$ cat src/rtl/ovn_mul.sv
// shared signed 33x33 multiplier used by every multiply step of the sequencer
module ovn_mul (
	input  logic signed [32:0] a,
	input  logic signed [32:0] b,
	output logic signed [65:0] p
);
	// one product per cycle, registered by the caller
	assign p = a * b;
endmodule

$ cat config.mk
export PLATFORM = sky130hd
export DESIGN_NAME = ovn_mul
export DESIGN_NICKNAME = d
export VERILOG_FILES = /design/src/rtl/ovn_mul.sv
export SDC_FILE = /design/constraint.sdc
export NUM_CORES = 2
export LEC_CHECK = 0
export ABC_AREA = 1
export BUFFER_PORTS_ARGS = -buffer_cell sky130_fd_sc_hd__buf_4
export CAP_MARGIN = 40
export CELL_PAD_IN_SITES_DETAIL_PLACEMENT = 0
export CELL_PAD_IN_SITES_GLOBAL_PLACEMENT = 1
export CORE_MARGIN = 1.5
export CORE_UTILIZATION = 50
export DETAILED_ROUTE_END_ITERATION = 7
export GPL_TIMING_DRIVEN = 0
export PLACE_DENSITY = 0.93
export SYNTH_ARGS = -nofsm -noshare
export SYNTH_HDL_FRONTEND = slang
export SYNTH_SLANG_ARGS = --single-unit
$ cat constraint.sdc
create_clock -name vclk -period 9.5
set_input_delay 0 -clock vclk [all_inputs]
set_output_delay 0 -clock vclk [all_outputs]
set_load 0.05 [all_outputs]
# == After elaboration in Yosys (flattened, before gate mapping) ==
# Index checks and enable logic that the tools add are counted.
# word_totals
regBits,0
latchBits,0
mem_bits_rw,0
mem_bits_ro,0
inputBits,66
output_inout_bits,66
elab_cells,1
mem_count,0
# classes
addsub,0
n_mul,1
div,0
n_lt_le_gt_ge,0
n_eq_ne,0
shifts,0
mux,0
bitwise,0
reduce_logical,0
# op_table
op,count
33-bit by 33-bit multiplier with 66-bit output,1

# == Depth between registers and ports, before layout ==
# logic_depth
depth_word,1
depth_mapped,34
ltp_nobuf,32

# == Worst setup path after synthesis ==
# OpenSTA, ideal clock, no wires.
# synth_path
kind,in2out
start,input port a[32]
end,output port p[60]
t_arrival_ps,7040
required_time_ps,9500
slack_ps,2460
cell_stages,25
n_path_buf,2
cell_sequence,clkbuf_1 -> clkbuf_1 -> nand2_1 -> inv_1 -> fa_1 -> fa_1 -> fa_1 -> fa_1 -> inv_1 -> fa_1 -> fa_1 -> fa_1 -> fa_1 -> inv_1 -> ha_1 -> nand2_1 -> nor2_1 -> inv_1 -> nor3_1 -> nand2_1 -> nor3_1 -> nand2_1 -> nand3_1 -> nand2_1 -> nand2_1
# synth_via
elab_chain_len,1
# synth_lines
element,line_no,source
from (decl),3,"input logic signed [32:0] a,"
33-bit by 33-bit multiplier with 66-bit output,8,assign p = a * b;
to (decl),5,output logic signed [65:0] p
# Every way passes these cells.

# == Final worst setup path ==
# Same ends and word-level chain as after synthesis.

==> insert_results.sql <==
INSERT INTO impl_metrics (metric_group, metric, value, unit) VALUES
('outcome', 'status', 'complete, no violations', ''),
('drt', 'drt-total-wl', '176000', 'um'),
('floorplan', 'io_pins', '132', ''),
('timing', 'setup_viol', '0', ''),
('yosys', 'yosysTopAreaCellShare', '54.8', '%'),
('yosys', 'dominant_combinational_cell_family_by_area_after_synthesis', 'adder cells', ''),
('yosys', 'yosys.area.top_type', 'fa_1', ''),
('global_route', 'initial_antenna_violation_count', '7', ''),
('global_route', 'grt_pass1_wl', '255000', 'um'),
('drt', 'detailroute.via_count', '36000', ''),
('floorplan', 'floorplan.initialDensity', '50.7', '%'),
('layout', 'n_sequential_cell', '0', ''),
('worst_setup_path', 'critical_path.n_buffers_inverters', '10', ''),
('yosys', 'yosysMostFrequentCell', 'inv_1', ''),
('layout', 'ff_latch_area', '0', 'um2'),
('worst_setup_path', 'required', '9.50', 'ns'),
('floorplan', 'dieWidth', '292', 'um'),
('layout', 'synthesis_to_layout_area_growth', '9.16', '%'),
('drt', 'drt_iter0_drc', '3807', ''),
('layout', 'clkbuf_count', '0', ''),
('placed_design', 'hpwl_after_detailed_placement', '157000', 'um'),
('drt', 'firstDrtPassIters', '8', ''),
('timing', 'fin_tns_setup', '0', 'ns'),
('worst_setup_path', 'critical_path_peak_fanout', '10', ''),
('worst_setup_path', 'cp_max_stage_cell', 'fa_1', ''),
('drt', 'routedWlPerCell', '26.0', 'um'),
('worst_setup_path', 'timing.critical_path.from_type', 'input port', ''),
('yosys', 'synthDistinctLibCells', '34', ''),
('placed_design', 'buffer_ports.inserted', '67', ''),
('timing', 'tightestPinTransition', '1.04', 'ns'),
('global_route', 'global_route.overflow_total', '0', ''),
('yosys', 'synth_area_per_cell', '7.63', 'um2'),
('yosys', 'synth_simple_gate_area_share', '17.0', '%'),
('floorplan', 'floorplan.core_area', '82400', 'um2'),
('worst_setup_path', 'cp_top_delay_family', 'adder cells', ''),
('drt', 'wl_met2', '74000', 'um'),
('layout', 'area_of_the_multi_input_gates', '33700', 'um2'),
('yosys', 'synth.top_cells.by_count', 'inv_1 (1894), nand2_1 (1531), fa_1 (1145), clkbuf_1 (262), ha_1 (217)', ''),
('yosys', 'synthXorXnorAreaFrac', '0.817', '%'),
('layout', 'fillers', '7958', ''),
('floorplan', 'die-height', '292', 'um'),
('layout', 'drive_gt1_share', '4.55', '%'),
('timing', 'min_period_over_period', '91.5', '%'),
('layout', 'nNetsFinal', '7124', ''),
('placed_design', 'gp_congestion', '1.08', ''),
('drt', 'met1_length', '65900', 'um'),
('global_route', 'grt_pass1_vias', '37100', ''),
('drt', 'drc', '0', ''),
('yosys', 'netlist_top_cells_area', 'fa_1 (55%), inv_1 (17%), nand2_1 (14%)', ''),
('drt', 'detail_route_antenna_nets', '0', ''),
('drt', 'wl_met3', '22400', 'um'),
('floorplan', 'core.rowCount', '105', ''),
('yosys', 'area_fraction_in_compound_gates_after_synthesis', '1.40', '%'),
('worst_setup_path', 'critical_path_class', 'in2out', ''),
('drt', 'detail_route.vias_per_cell', '5.32', ''),
('worst_setup_path', 'timing.critical_path.arrival', '8.70', 'ns'),
('timing', 'report.final.hold_viol_count', '0', ''),
('worst_setup_path', 'worst_setup_ep_type', 'output port', ''),
('timing', 'rsz_0062_raised_after_global_routing', 'false', ''),
('min_path', 'worstHoldPathType', 'in2out', ''),
('run', 'max_cap_viol_count', '0', ''),
('timing', 'slew_headroom', '30.7', '%'),
('timing', 'max_freq', '115', 'MHz'),
('clock_tree', 'post_cts_resized', '0', ''),
('yosys', 'synthAdderAreaFrac', '61.3', '%'),
('floorplan', 'die_area', '85300', 'um2'),
('timing', 'final_period_minus_worst_setup_slack', '8.70', 'ns'),
('clock_tree', 'cts.hold.buffers_added', '0', ''),
('timing', 'final-max-slew-violation-count', '0', ''),
('global_route', 'gr-usage-all-layers', '42.6', '%'),
('yosys', 'synthMuxAreaShare', '0', '%'),
('yosys', 'synth_net_count', '6906', ''),
('drt', 'maxUsedRoutingLayer', 'met5', ''),
('worst_setup_path', 'crit_path_max_incr_delay', '0.99', 'ns'),
('yosys', 'ys_warn_count', '0', ''),
('clock_tree', 'post-cts-setup-buffers', '0', ''),
('global_route', 'grt_max_degree', '28', ''),
('yosys', 'yosysSeqAreaShare', '0', '%'),
('yosys', 'synth.cell_area', '41800', 'um2'),
('worst_setup_path', 'critical_path.most_common_cell', 'fa_1', ''),
('yosys', 'netlist_instances', '5478', '');
[logic make-up (layout without fill, tap and decap cells)]
kind of cell | after synthesis | after routing
AOI/OAI and AO/OA | 107 | 107
adders and majority gates | 1362 | 1362
other | 0 | 3
xor gates and xnor gates | 39 | 39
and+or+nand+nor | 1809 | 1809
buffers and inverters | 2161 | 2377
[final timing paths]
kind | start | to | slack [ns] | cells past startpoint
setup / recovery | a[32] | p[60] | 0.80 | 29
hold / removal | b[0] | p[0] | 0.57 | 4
[layout by cell type (no fill, tap or decap), types with 2 or more instances in the layout]
cell | Yosys | final
o21bai_1 | 11 | 11
nand2_1 | 1531 | 1531
and3_1 | 2 | 2
inv_1 | 1894 | 1894
nand3b_1 | 5 | 5
nor3_1 | 8 | 8
a21o_1 | 3 | 3
nor2_1 | 130 | 130
fa_1 | 1145 | 1144
nor4_2 | 2 | 2
and2_1 | 2 | 2
xnor2_1 | 5 | 5
inv_2 | 3 | 3
nand2_2 | 8 | 8
diode_2 | 0 | 3
nand3_2 | 5 | 5
xor2_1 | 34 | 34
buf_8 | 0 | 79
buf_4 | 0 | 67
clkbuf_1 | 262 | 262
o21ai_0 | 21 | 21
o21ai_1 | 7 | 7
nor2_4 | 2 | 2
nand4_1 | 20 | 20
a21oi_2 | 3 | 3
nand3_1 | 70 | 70
ha_1 | 217 | 217
or2_2 | 6 | 6
a21oi_1 | 60 | 60
buf_6 | 0 | 70
nor4_1 | 4 | 4
nor2_2 | 12 | 12
[cell type report]
class,instances,share of cell area [%]
well taps,1070,2.93
plain buffers,263,2.16
diodes,3,0.0165
inverters,1898,15.6
repair buffers,216,5.43
multi-input cells,3317,73.8
[metal layers]
| metal | vias to the layer above | track usage (%) |
|---|---|---|
| met4 | 12 | 24.8 |
| met3 | 548 | 12.6 |
| met2 | 2190 | 62.1 |
| met1 | 18100 | 56.4 |
| li1 | 15200 | - |
| met5 | - | 0 |
[per-stage QoR]
step	utilization, %	setup WS (ns)	instance area, um2	cells	hold WS [ns]
global route	55.4	0.470	45600	6764	0.600
finish	55.4	0.805	45600	6767	0.575
detailed placement	55.3	0.946	45600	6761	0.579
CTS	55.3	0.928	45600	6761	0.580
floorplan	-	2.46	41800	5478	0.380
global placement	53.0	0.357	43600	6615	0.588
